**config.mk**
```make
export PLATFORM = sky130hd
export DESIGN_NAME = partition_range_table_top
export DESIGN_NICKNAME = d
export VERILOG_FILES = /design/src/hw/rtl/prt_pkg.sv /design/src/hw/rtl/prt_ram.sv /design/src/hw/rtl/partition_range_table_top.sv
export SDC_FILE = /design/constraint.sdc
export NUM_CORES = 2
export LEC_CHECK = 0
export BUFFER_PORTS_ARGS = -buffer_cell sky130_fd_sc_hd__buf_2
export CORE_ASPECT_RATIO = 1.1
export CORE_MARGIN = 2
export CORE_UTILIZATION = 50
export DETAILED_ROUTE_END_ITERATION = 10
export PLACE_DENSITY = 0.66
export SKIP_LAST_GASP = 1
export SYNTH_ARGS = -nofsm -noshare
export SYNTH_HDL_FRONTEND = slang
export SYNTH_SLANG_ARGS = --single-unit
```
**constraint.sdc**
```tcl
create_clock -name clock -period 23.2 [get_ports clock]
set_input_delay 1.16 -clock clock [delete_from_list [all_inputs] [get_ports clock]]
set_output_delay 1.16 -clock clock [all_outputs]
set_load 0.05 [all_outputs]
```
**src/hw/rtl/prt_pkg.sv**
```systemverilog
// Shared types and constants of the partition range table.
`default_nettype none

package prt_pkg;

   localparam int OP_W     = 2;
   localparam int DEV_W    = 16;
   localparam int BLK_W    = 48;
   localparam int KIND_W   = 3;
   localparam int ID_W     = 32;
   localparam int STATUS_W = 2;

   localparam int SLOTS_DEFAULT = 16;

   localparam logic [OP_W-1:0] OP_CLEAR  = 2'd0;
   localparam logic [OP_W-1:0] OP_ADD    = 2'd1;
   localparam logic [OP_W-1:0] OP_DELETE = 2'd2;
   localparam logic [OP_W-1:0] OP_INFO   = 2'd3;

   localparam logic [STATUS_W-1:0] STATUS_OK      = 2'd0;
   localparam logic [STATUS_W-1:0] STATUS_FAIL    = 2'd1;
   localparam logic [STATUS_W-1:0] STATUS_OVERLAP = 2'd2;

   // Highest partition type that an add accepts.
   localparam logic [KIND_W-1:0] KIND_MAX = 3'd3;

   // One word of the slot memory.
   typedef struct packed {
      logic [ID_W-1:0]  id;
      logic [DEV_W-1:0] device;
      logic [BLK_W-1:0] start;
      logic [BLK_W-1:0] length;
   } slot_entry_type;

endpackage

`default_nettype wire

```
**src/hw/rtl/prt_ram.sv**
```systemverilog
// Generic single-write, single-read RAM with a registered read port.
`default_nettype none

module prt_ram #(
   parameter  int WIDTH  = 8,
   parameter  int DEPTH  = 16,
   localparam int ADDR_W = (DEPTH > 1) ? $clog2(DEPTH) : 1
) (
   input  wire logic                     clock,
   input  wire logic                     wr_en,
   input  wire logic [ADDR_W-1:0]        wr_addr,
   input  wire logic [WIDTH-1:0]         wr_data,
   input  wire logic                     rd_en,
   input  wire logic [ADDR_W-1:0]        rd_addr,
   output      logic [WIDTH-1:0]         rd_data
);

   logic [WIDTH-1:0] mem_ff [DEPTH];
   logic [WIDTH-1:0] rd_data_ff;

   always_ff @(posedge clock) begin
      if (wr_en) begin
         mem_ff[wr_addr] <= wr_data;
      end
      if (rd_en) begin
         rd_data_ff <= mem_ff[rd_addr];
      end
   end

   assign rd_data = rd_data_ff;

endmodule

`default_nettype wire

```
**src/hw/rtl/partition_range_table_top.sv**
```systemverilog
// Top level of the partition range table: sequencer, valid bits and slot memory.
`default_nettype none

// The partition range table keeps SLOTS partitions, each a device number, a start
// block and a block count, tagged by an id from a 32-bit counter.
// A transaction is issued by raising start with the req_ fields while busy is low;
// it is taken at that clock edge. Operation clear empties the table and enables it,
// add places a new range, delete frees the slot holding an id and info reads it back.
// Each transaction gives exactly one result, shown on the rsp_ ports for a single
// cycle with rsp_valid high. The receiver has no way to stall, so it must take the
// result in that cycle.
// Clear, and an add that fails its input checks, answer in the cycle after the
// transaction is taken, with busy staying low. The other operations walk the slot
// memory one slot per cycle through a single read port and one shared compare unit:
// add scans all SLOTS slots before it answers; delete and info stop at the first
// matching slot. Busy is high during the walk, so for those operations no new
// transaction is taken until the walk has ended.
// Reset empties the table at once and leaves it disabled until the first clear;
// the slot memory needs no clearing pass because a slot's contents are only used while it is valid.
module partition_range_table_top
   import prt_pkg::*;
#(
   parameter int SLOTS = SLOTS_DEFAULT
) (
   input  wire logic                clock,
   input  wire logic                reset,
   input  wire logic                start,
   output      logic                busy,
   input  wire logic [OP_W-1:0]     req_operation,
   input  wire logic [DEV_W-1:0]    req_device_id,
   input  wire logic [BLK_W-1:0]    req_range_start,
   input  wire logic [BLK_W-1:0]    req_range_length,
   input  wire logic [KIND_W-1:0]   req_kind,
   input  wire logic [ID_W-1:0]     req_target_id,
   output      logic                rsp_valid,
   output      logic [STATUS_W-1:0] rsp_status,
   output      logic [ID_W-1:0]     rsp_new_id,
   output      logic [DEV_W-1:0]    rsp_found_device,
   output      logic [BLK_W-1:0]    rsp_found_start,
   output      logic [BLK_W-1:0]    rsp_found_length
);

   localparam int SLOT_W  = (SLOTS > 1) ? $clog2(SLOTS) : 1;
   localparam int CNT_W   = $clog2(SLOTS + 1);
   localparam int ENTRY_W = $bits(slot_entry_type);

   localparam logic [1:0] ST_IDLE   = 2'd0;
   localparam logic [1:0] ST_SCAN   = 2'd1;
   localparam logic [1:0] ST_FINISH = 2'd2;

   // Control state.
   logic [1:0]          state_ff,      state_in;
   logic [SLOTS-1:0]    valid_ff,      valid_in;
   logic [ID_W-1:0]     id_counter_ff, id_counter_in;
   logic                ready_ff,      ready_in;
   logic [CNT_W-1:0]    idx_ff,        idx_in;
   logic                chk_vld_ff,    chk_vld_in;
   logic                rsp_valid_ff,  rsp_valid_in;

   // Request and scan payload.
   logic [OP_W-1:0]     op_ff,         op_in;
   logic [DEV_W-1:0]    dev_ff,        dev_in;
   logic [BLK_W-1:0]    start_ff,      start_in;
   logic [BLK_W-1:0]    length_ff,     length_in;
   logic [BLK_W:0]      end_ff,        end_in;
   logic [ID_W-1:0]     target_ff,     target_in;
   logic [SLOT_W-1:0]   chk_idx_ff,    chk_idx_in;
   logic [SLOT_W-1:0]   sel_idx_ff,    sel_idx_in;
   logic                hit_ff,        hit_in;
   logic                free_ff,       free_in;

   // Result payload.
   logic [STATUS_W-1:0] rsp_status_ff, rsp_status_in;
   logic [ID_W-1:0]     rsp_new_id_ff, rsp_new_id_in;
   logic [DEV_W-1:0]    rsp_dev_ff,    rsp_dev_in;
   logic [BLK_W-1:0]    rsp_start_ff,  rsp_start_in;
   logic [BLK_W-1:0]    rsp_length_ff, rsp_length_in;

   // Slot memory port.
   logic                ram_wr_en;
   logic                ram_rd_en;
   logic [SLOT_W-1:0]   ram_rd_addr;
   slot_entry_type      ram_wr_entry;
   logic [ENTRY_W-1:0]  ram_rd_data;
   slot_entry_type      entry;

   logic                issue;
   logic                last_slot;
   logic                slot_valid;
   logic [BLK_W:0]      slot_end;
   logic                overlap;
   logic [ID_W-1:0]     next_id;

   prt_ram #(
      .WIDTH (ENTRY_W),
      .DEPTH (SLOTS)
   ) u_slot_ram (
      .clock   (clock),
      .wr_en   (ram_wr_en),
      .wr_addr (sel_idx_ff),
      .wr_data (ram_wr_entry),
      .rd_en   (ram_rd_en),
      .rd_addr (ram_rd_addr),
      .rd_data (ram_rd_data)
   );

   assign entry       = slot_entry_type'(ram_rd_data);
   assign issue       = (idx_ff < CNT_W'(SLOTS));
   assign ram_rd_addr = idx_ff[SLOT_W-1:0];
   assign last_slot   = (chk_idx_ff == SLOT_W'(SLOTS - 1));
   assign slot_valid  = valid_ff[chk_idx_ff];
   assign next_id     = id_counter_ff + ID_W'(1);

   // The shared compare unit: one 49-bit add, a device match and two range compares per slot. The
   // request's own end block is summed once when the transaction is taken.
   assign slot_end = {1'b0, entry.start} + {1'b0, entry.length};
   assign overlap  = (entry.device == dev_ff)
                   && ({1'b0, entry.start} < end_ff)
                   && ({1'b0, start_ff} < slot_end);

   always_comb begin
      ram_wr_entry.id     = next_id;
      ram_wr_entry.device = dev_ff;
      ram_wr_entry.start  = start_ff;
      ram_wr_entry.length = length_ff;
   end

   always_comb begin
      state_in      = state_ff;
      valid_in      = valid_ff;
      id_counter_in = id_counter_ff;
      ready_in      = ready_ff;
      idx_in        = idx_ff;
      chk_vld_in    = chk_vld_ff;
      rsp_valid_in  = 1'b0;
      op_in         = op_ff;
      dev_in        = dev_ff;
      start_in      = start_ff;
      length_in     = length_ff;
      end_in        = end_ff;
      target_in     = target_ff;
      chk_idx_in    = chk_idx_ff;
      sel_idx_in    = sel_idx_ff;
      hit_in        = hit_ff;
      free_in       = free_ff;
      rsp_status_in = rsp_status_ff;
      rsp_new_id_in = rsp_new_id_ff;
      rsp_dev_in    = rsp_dev_ff;
      rsp_start_in  = rsp_start_ff;
      rsp_length_in = rsp_length_ff;
      ram_wr_en     = 1'b0;
      ram_rd_en     = 1'b0;

      unique case (state_ff)
         ST_IDLE: begin
            if (start) begin
               op_in         = req_operation;
               dev_in        = req_device_id;
               start_in      = req_range_start;
               length_in     = req_range_length;
               end_in        = {1'b0, req_range_start} + {1'b0, req_range_length};
               target_in     = req_target_id;
               idx_in        = '0;
               chk_vld_in    = 1'b0;
               hit_in        = 1'b0;
               free_in       = 1'b0;
               rsp_status_in = STATUS_FAIL;
               rsp_new_id_in = '0;
               rsp_dev_in    = '0;
               rsp_start_in  = '0;
               rsp_length_in = '0;
               unique case (req_operation)
                  OP_CLEAR: begin
                     valid_in      = '0;
                     id_counter_in = '0;
                     ready_in      = 1'b1;
                     rsp_status_in = STATUS_OK;
                     rsp_valid_in  = 1'b1;
                  end
                  OP_ADD: begin
                     if (!ready_ff || (req_range_length == '0) || (req_kind > KIND_MAX)) begin
                        rsp_valid_in = 1'b1;
                     end else begin
                        state_in = ST_SCAN;
                     end
                  end
                  default: begin
                     state_in = ST_SCAN;
                  end
               endcase
            end
         end

         ST_SCAN: begin
            // Read slot idx while the slot read in the previous cycle is checked.
            chk_vld_in = issue;
            if (issue) begin
               ram_rd_en  = 1'b1;
               idx_in     = idx_ff + CNT_W'(1);
               chk_idx_in = idx_ff[SLOT_W-1:0];
            end
            if (chk_vld_ff) begin
               if (op_ff == OP_ADD) begin
                  if (slot_valid && overlap) begin
                     hit_in = 1'b1;
                  end
                  if (!slot_valid && !free_ff) begin
                     free_in    = 1'b1;
                     sel_idx_in = chk_idx_ff;
                  end
                  if (last_slot) begin
                     state_in = ST_FINISH;
                  end
               end else if (slot_valid && (entry.id == target_ff)) begin
                  // The lowest matching slot wins, so the walk ends here.
                  hit_in     = 1'b1;
                  sel_idx_in = chk_idx_ff;
                  state_in   = ST_FINISH;
                  if (op_ff == OP_INFO) begin
                     rsp_dev_in    = entry.device;
                     rsp_start_in  = entry.start;
                     rsp_length_in = entry.length;
                  end
               end else if (last_slot) begin
                  state_in = ST_FINISH;
               end
            end
         end

         ST_FINISH: begin
            state_in     = ST_IDLE;
            rsp_valid_in = 1'b1;
            case (op_ff)
               OP_ADD: begin
                  if (hit_ff) begin
                     rsp_status_in = STATUS_OVERLAP;
                  end else if (free_ff) begin
                     ram_wr_en            = 1'b1;
                     valid_in[sel_idx_ff] = 1'b1;
                     id_counter_in        = next_id;
                     rsp_new_id_in        = next_id;
                     rsp_status_in        = STATUS_OK;
                  end
               end
               OP_DELETE: begin
                  if (hit_ff) begin
                     valid_in[sel_idx_ff] = 1'b0;
                     rsp_status_in        = STATUS_OK;
                  end
               end
               OP_INFO: begin
                  if (hit_ff) begin
                     rsp_status_in = STATUS_OK;
                  end
               end
               default: begin
                  rsp_status_in = STATUS_FAIL;
               end
            endcase
         end

         default: begin
            state_in = ST_IDLE;
         end
      endcase
   end

   always_ff @(posedge clock) begin
      if (reset) begin
         state_ff      <= ST_IDLE;
         valid_ff      <= '0;
         id_counter_ff <= '0;
         ready_ff      <= 1'b0;
         idx_ff        <= '0;
         chk_vld_ff    <= 1'b0;
         rsp_valid_ff  <= 1'b0;
      end else begin
         state_ff      <= state_in;
         valid_ff      <= valid_in;
         id_counter_ff <= id_counter_in;
         ready_ff      <= ready_in;
         idx_ff        <= idx_in;
         chk_vld_ff    <= chk_vld_in;
         rsp_valid_ff  <= rsp_valid_in;
      end
   end

   always_ff @(posedge clock) begin
      op_ff         <= op_in;
      dev_ff        <= dev_in;
      start_ff      <= start_in;
      length_ff     <= length_in;
      end_ff        <= end_in;
      target_ff     <= target_in;
      chk_idx_ff    <= chk_idx_in;
      sel_idx_ff    <= sel_idx_in;
      hit_ff        <= hit_in;
      free_ff       <= free_in;
      rsp_status_ff <= rsp_status_in;
      rsp_new_id_ff <= rsp_new_id_in;
      rsp_dev_ff    <= rsp_dev_in;
      rsp_start_ff  <= rsp_start_in;
      rsp_length_ff <= rsp_length_in;
   end

   assign busy             = (state_ff != ST_IDLE);
   assign rsp_valid        = rsp_valid_ff;
   assign rsp_status       = rsp_status_ff;
   assign rsp_new_id       = rsp_new_id_ff;
   assign rsp_found_device = rsp_dev_ff;
   assign rsp_found_start  = rsp_start_ff;
   assign rsp_found_length = rsp_length_ff;

   // A taken transaction either answers at once or keeps the block busy.
   a_accept_progress: assert property (@(posedge clock) disable iff (reset)
      (start && !busy) |=> (busy || rsp_valid))
      else $error("taken transaction neither answered nor started a scan");

   // Only an add can report an overlap.
   a_overlap_from_add: assert property (@(posedge clock) disable iff (reset)
      (rsp_valid && (rsp_status == STATUS_OVERLAP)) |-> (op_ff == OP_ADD))
      else $error("overlap status for an operation other than add");

   // A successful add reports the id that the counter now holds.
   a_add_id: assert property (@(posedge clock) disable iff (reset)
      (rsp_valid && (rsp_status == STATUS_OK) && (op_ff == OP_ADD))
         |-> (rsp_new_id == id_counter_ff))
      else $error("new id differs from the id counter");

endmodule

`default_nettype wire
```
# Yosys cells after proc, flatten, opt, wreduce, memory -nomap -nowiden

Memories as Yosys holds them, arrays and structs flattened. A register that Yosys moved wholly into a read port is not among the register bits.
Index checks and enable logic that the tools add are counted.
Widths: inputs -> output; s select.

Word-level logic and storage cells: 182
Memories: 1
Memory bits (writable): 2304
Register bits after elaboration: 409
Input bits: 152

Memory list:

| name              | words | width | rd ports | clocked after Yosys merged registers in | write ports | line          | text |
|---|---|---|---|---|---|---|---|
| u_slot_ram.mem_ff | 16    | 144   | 1        | 1                                       | 1           | prt_ram.sv:18 | `logic [WIDTH-1:0] mem_ff [DEPTH];` |

Bitwise logic cells: 3
Reduce and logical (&&, ||, !) cells: 33
Equality and inequality tests: 32
Add/subtract/negate cells: 4
Muxes and demuxes: 80
Magnitude comparators: 7

Operators by type and width:

| operator              | number |
|---|---|
| $mux 48               | 9 |
| $mux 32               | 6 |
| $pmux 48 s2           | 2 |
| $mux 16               | 10 |
| $pmux 32 s2           | 2 |
| $add 48x48->49        | 2 |
| $lt 48x49->1          | 2 |
| $pmux 16 s2           | 3 |
| $logic_not 48->1      | 1 |
| $add 32x1->32 const B | 1 |
| $eq 32x32->1          | 1 |
| $ne 2x2->1 const B    | 12 |
| $mux 1                | 21 |
| $ne 3x3->1 const B    | 7 |
| $mux 2                | 10 |
| $and 16x16->16        | 1 |
| $eq 16x16->1          | 1 |
| $not 16->16           | 1 |
| $or 16x16->16         | 1 |
| $pmux 2 s2            | 4 |
| $reduce_and 5->1      | 3 |
| $mux 4                | 3 |
| $reduce_and 4->1      | 3 |
| $reduce_and 6->1      | 2 |
| other kinds (25)      | 51 |

# Longest topological paths before layout

Depth in word-level cells: 9
Depth in mapped cells: 21
Gate-level depth less buffers: 21

# Cells and area by module

Synthesis repeated with hierarchy kept, for this count alone.

Cell total of the unflattened synthesis: 5749
Area total of the unflattened synthesis: 113247.4 um2

Modules (own cells, without submodules):

| module                    | cells each | times used | area an instance (um2) |
|---|---|---|---|
| prt_ram                   | 3773       | 1          | 90865.9 |
| partition_range_table_top | 1976       | 1          | 22381.5 |

# Worst setup path before layout

Ideal clock, no wire load.

Path kind: input -> register
Start: input start
End: register rsp_dev_ff[0], in the netlist rsp_found_device[0] (enable)
Required time: 22.581 ns
Setup slack: 6.718 ns
Cell stages on the path: 4
Buffers on the path: 0
Data arrival time: 15.863 ns
Cell sequence: nand2b_1 > nor2_1 > a21oi_1 > a21oi_1

Longest elaborated chain between the ends: 2

RTL lines:

| item                       | line                             | text |
|---|---|---|
| from (decl)                | partition_range_table_top.sv:27  | `input wire logic start,` |
| $ne 2x2->1 (no line)       | --                               |  |
| $reduce_and 6->1 (no line) | --                               |  |
| to (signal assigned)       | partition_range_table_top.sv:301 | `rsp_dev_ff <= rsp_dev_in;` |
| to (decl)                  | partition_range_table_top.sv:75  | `logic [DEV_W-1:0] rsp_dev_ff, rsp_dev_in;` |

No other way between the ends.
A chain may end at the register's enable or synchronous reset.

# Final worst setup path

Start: register u_slot_ram.rd_data_ff[3], in the netlist u_slot_ram.rd_data[3] (read register of u_slot_ram.mem_ff)
End: register hit_ff (enable)

Longest elaborated chain between the ends: 6

RTL lines:

| item                       | line                             | text |
|---|---|---|
| from (decl)                | prt_ram.sv:19                    | `logic [WIDTH-1:0] rd_data_ff;` |
| $add 48x48->49             | partition_range_table_top.sv:116 | `assign slot_end = {1'b0, entry.start} + {1'b0, entry.length};` |
| $lt 48x49->1               | partition_range_table_top.sv:119 | `&& ({1'b0, start_ff} < slot_end);` |
| $logic_and 1x1->1          | partition_range_table_top.sv:119 |  |
| $logic_and 1x1->1          | partition_range_table_top.sv:204 | `if (slot_valid && overlap) begin` |
| $ne 3x3->1 (no line)       | --                               |  |
| $reduce_and 5->1 (no line) | --                               |  |
| to (signal assigned)       | partition_range_table_top.sv:297 | `hit_ff <= hit_in;` |
| to (decl)                  | partition_range_table_top.sv:69  | `logic hit_ff, hit_in;` |

No other way between the ends.

==> run_results.csv <==
group,metric,value,unit
critical_path,crit_chain,"ha_1 -> nand3_1 -> o211ai_1 -> a21oi_1 -> nor4_2 -> nor2_1 -> o31ai_2 -> o21ai_0 -> nand2b_1 -> xnor2_1 -> ha_1 -> nand4_1 -> nor2_1 -> o21ai_0 -> a21oi_1 -> a2111oi_0 -> nor2_1 -> nor3_1 -> a21oi_1 -> a21oi_1",
die,die_area,0.230,mm²
finish,area_delta_synth_final,12.7,%
sta,setup_violations,0,
global_route,met3_usage,0.0390,
clock_network,cts_hold_buf,0,
clock_network,clk-insertion-delay-late,0.97,ns
place,post-dp-hpwl,157000,µm
clock_network,cts.repair.resized,0,
critical_path,cp_top_family,"compound AO/OA/AOI/OAI gates",
global_route,antenna_found_initial,21,
clock_network,tritoncts,"done",
critical_path,rr_startpoint,"u_slot_ram.rd_data[3]",
drt,wl_per_cell,31.3,µm
sta,skew,0.0752,ns
yosys,postSynthCellCount,5420,
sta,min_period_over_period,0.253,
yosys,yosys_warnings,0,
finish,drive_above_1_share,0.256,
clock_network,cts_setup_buffers,0,
worst_hold_path,min_from,"req_target_id[21]",
die,design.core.area,0.226,mm²
drt,drt-pass1-iter-count,6,
critical_path,cp_common_cell,"a21oi_1",
sta,setup_tns,0,ns
clock_network,clkTransAtPathRegs,0.06,ns
global_route,grt_max_degree,144,
drt,drt_iter0_drc,6166,
critical_path,setup.worst_path.start_class,"register",
worst_hold_path,min-delay-path-class,"primary input to register",
critical_path,slowest_stage,"nor4_2",
yosys,ys_seq_area_frac,0.752,
sta,fin_ws,17.33,ns
drt,drc,0,
yosys,syn-num-nets,5766,
finish,layout.nets,6239,
global_route,track_usage,0.246,
critical_path,cpPeakStageDelay,0.63,ns
yosys,synth_area,0.113,mm²
yosys,syn_area_per_cell,20.9,µm²
outcome,outcome,"complete, no violations",
die,die_h,503,µm
sta,tightest_slew,1.33,ns
global_route,use_met1,0.344,
critical_path,cp.arrival,6.43,ns
critical_path,end_kind,"register",
critical_path,critical_path_buf_inv_count,0,
global_route,grt_overflow,0,
clock_network,cts_max_path_buffers,4,
critical_path,crit_type,"register to register",
clock_network,cts_htree_levels,5,
sta,rsz0062_at_grt,"false",
global_route,top_usage_layer,"met2",
critical_path,path_max_fanout,5,
clock_network,cts_num_sinks,2857,
pwr,p_leak,0.0420,µW
drt,via_count,56444,
die,fp.dieW,458,µm
sta,finalHoldViolCount,0,
flow_run,max_cap_viol_count,0,
sta,maxSlewViolCount,0,
pwr,power_density,85.2,mW/mm²
die,start_util,0.502,
place,postPlaceCellArea,0.119,mm²
yosys,synth_top_area_share,0.742,
drt,ant_nets,0,
drt,viasPerCell,6.23,
yosys,synth_area_leaders,"edfxtp_1, mux4_2, ha_1",
global_route,grt_first_pass_wirelength,404000,µm
yosys,ys_ff_latch,2857,
sta,slew-limit-headroom,0.107,
pwr,ir_drop,0.0911,mV
die,fp-row-count,183,
yosys,synth-edff-count,2799,
global_route,first_global_vias,56607,
yosys,synthArstFlopShare,0,
global_route,met2_usage,0.403,
place,pre_cts_slack,17.39,ns
yosys,synth_top_area_cell,"edfxtp_1",
finish,final_cell_area,0.128,mm²
yosys,synth-main-ff-cell,"edfxtp_1",
drt,totalWireLength,284000,µm
yosys,synth.distinct_cells,76,
clock_network,cts_buffers,300,
sta,period_needed,5.87,ns
die,io_pins,300,
critical_path,cp.required,23.76,ns
clock_network,root_buffer,"clkbuf_16",
place,numPortBuffers,297,
sta,fmax,170,MHz
finish,fillCellCount,16425,
critical_path,worstSetupStartpoint,"u_slot_ram.rd_data[3]",
place,gp_congestion,0.909,
-- area by class of cell --
cell class | count | area, µm² | area share
multi-input combinational | 2253 | 27000 | 0.212
clock buffer | 372 | 7910 | 0.0620
timing repair buffer | 391 | 2380 | 0.0186
antenna | 2 | 5.00 | 0.0000392
sequential | 2857 | 85200 | 0.668
tap | 2960 | 3700 | 0.0290
clock inverter | 135 | 1070 | 0.00840
inverter | 90 | 340 | 0.00267
-- logic make-up after synthesis --
kind of cell    after synthesis  synth area share
compound gates              472            0.0269
flops                      2857             0.752
simple gates                704            0.0323
fa+ha+maj                   194            0.0216
buf+inv                     310            0.0103
xor+xnor                    157            0.0121
mux                         726             0.144
-- cell usage in the layout (no fill, tap or decap), drive strengths merged, types with 20 or more instances in the layout --
cell       n
clkinv   104
buf      391
nand3     40
and2     150
nor2b     21
nand2b    24
xnor2    112
mux4     725
clkbuf   372
o21ai     73
ha       192
nor2     140
nand2    135
dfxtp     58
edfxtp  2799
nand4     53
inv       96
nor4      27
a21oi    176
o21bai    20
xor2      45
nor3      63
a21o      72
-- cells in the mapped netlist (all sizes together) (4+ instances only) --
master,n
a211oi,14
o2111ai,5
a21o,72
o31a,5
nor3,63
nand4,53
o22ai,4
a22oi,7
or3,7
nand3,40
ha,192
nor3b,5
a21boi,6
dfxtp,58
a2111oi,5
xnor2,112
nor2b,21
o21ai,73
nand2b,24
clkbuf,183
inv,89
mux4,725
nor2,140
edfxtp,2799
a31oi,12
a41oi,5
a21oi,176
o21a,17
nand2,135
and4,12
a211o,5
o21bai,20
xor2,45
nor4,27
and3,15
o211ai,14
and2,150
or2,6
buf,37
a311oi,7
-- stage by stage --
stage               power, µW   util  hold WS, ns  instances
detailed placement       6510  0.526        0.474       8551
finish                  10900  0.566        0.370       9060
global placement         6500  0.526        0.455       8551
floorplan                6310      -        0.406       5420
CTS                     11000  0.566        0.306       9058
global route            11200  0.566        0.334       9060
-- registers in the layout (all words and copies together), names as in the netlist, 2 cells and up --
register,flops
u_slot_ram.mem_ff,2304
u_slot_ram.rd_data,144
end_ff,49
length_ff,48
rsp_found_length,48
rsp_found_start,48
start_ff,48
id_counter_ff,32
rsp_new_id,32
target_ff,32
dev_ff,16
rsp_found_device,16
valid_ff,16
idx_ff,5
chk_idx_ff,4
sel_idx_ff,4
op_ff,2
rsp_status,2
state_ff,2
-- worst paths after layout --
kind | cells past startpoint | end | slack [ns]
worst min-delay path | 1 | target_ff[21] | 0.37
worst min register to register | 2 | id_counter_ff[23] | 0.48
worst max register to register | 20 | hit_ff | 17.33
worst max-delay path | 20 | hit_ff | 17.33
-- routing by layer --
layer / part of all wire / wire [µm] / up-vias
met1: 0.40 / 114000 / 30071
met4: 0.028 / 7910 / 10
met3: 0.076 / 21600 / 416
met2: 0.49 / 140000 / 2532
met5: 0.00023 / 65 / -
li1: - / - / 23415
-- power by group --
part	total (µW)	internal [µW]	switching, µW	leakage, µW
Combinational	578	215	363	0.0104
Sequential	5820	5740	87.3	0.0272
Clock	4480	2590	1900	0.00440
(Power assumes the default switching activity.)
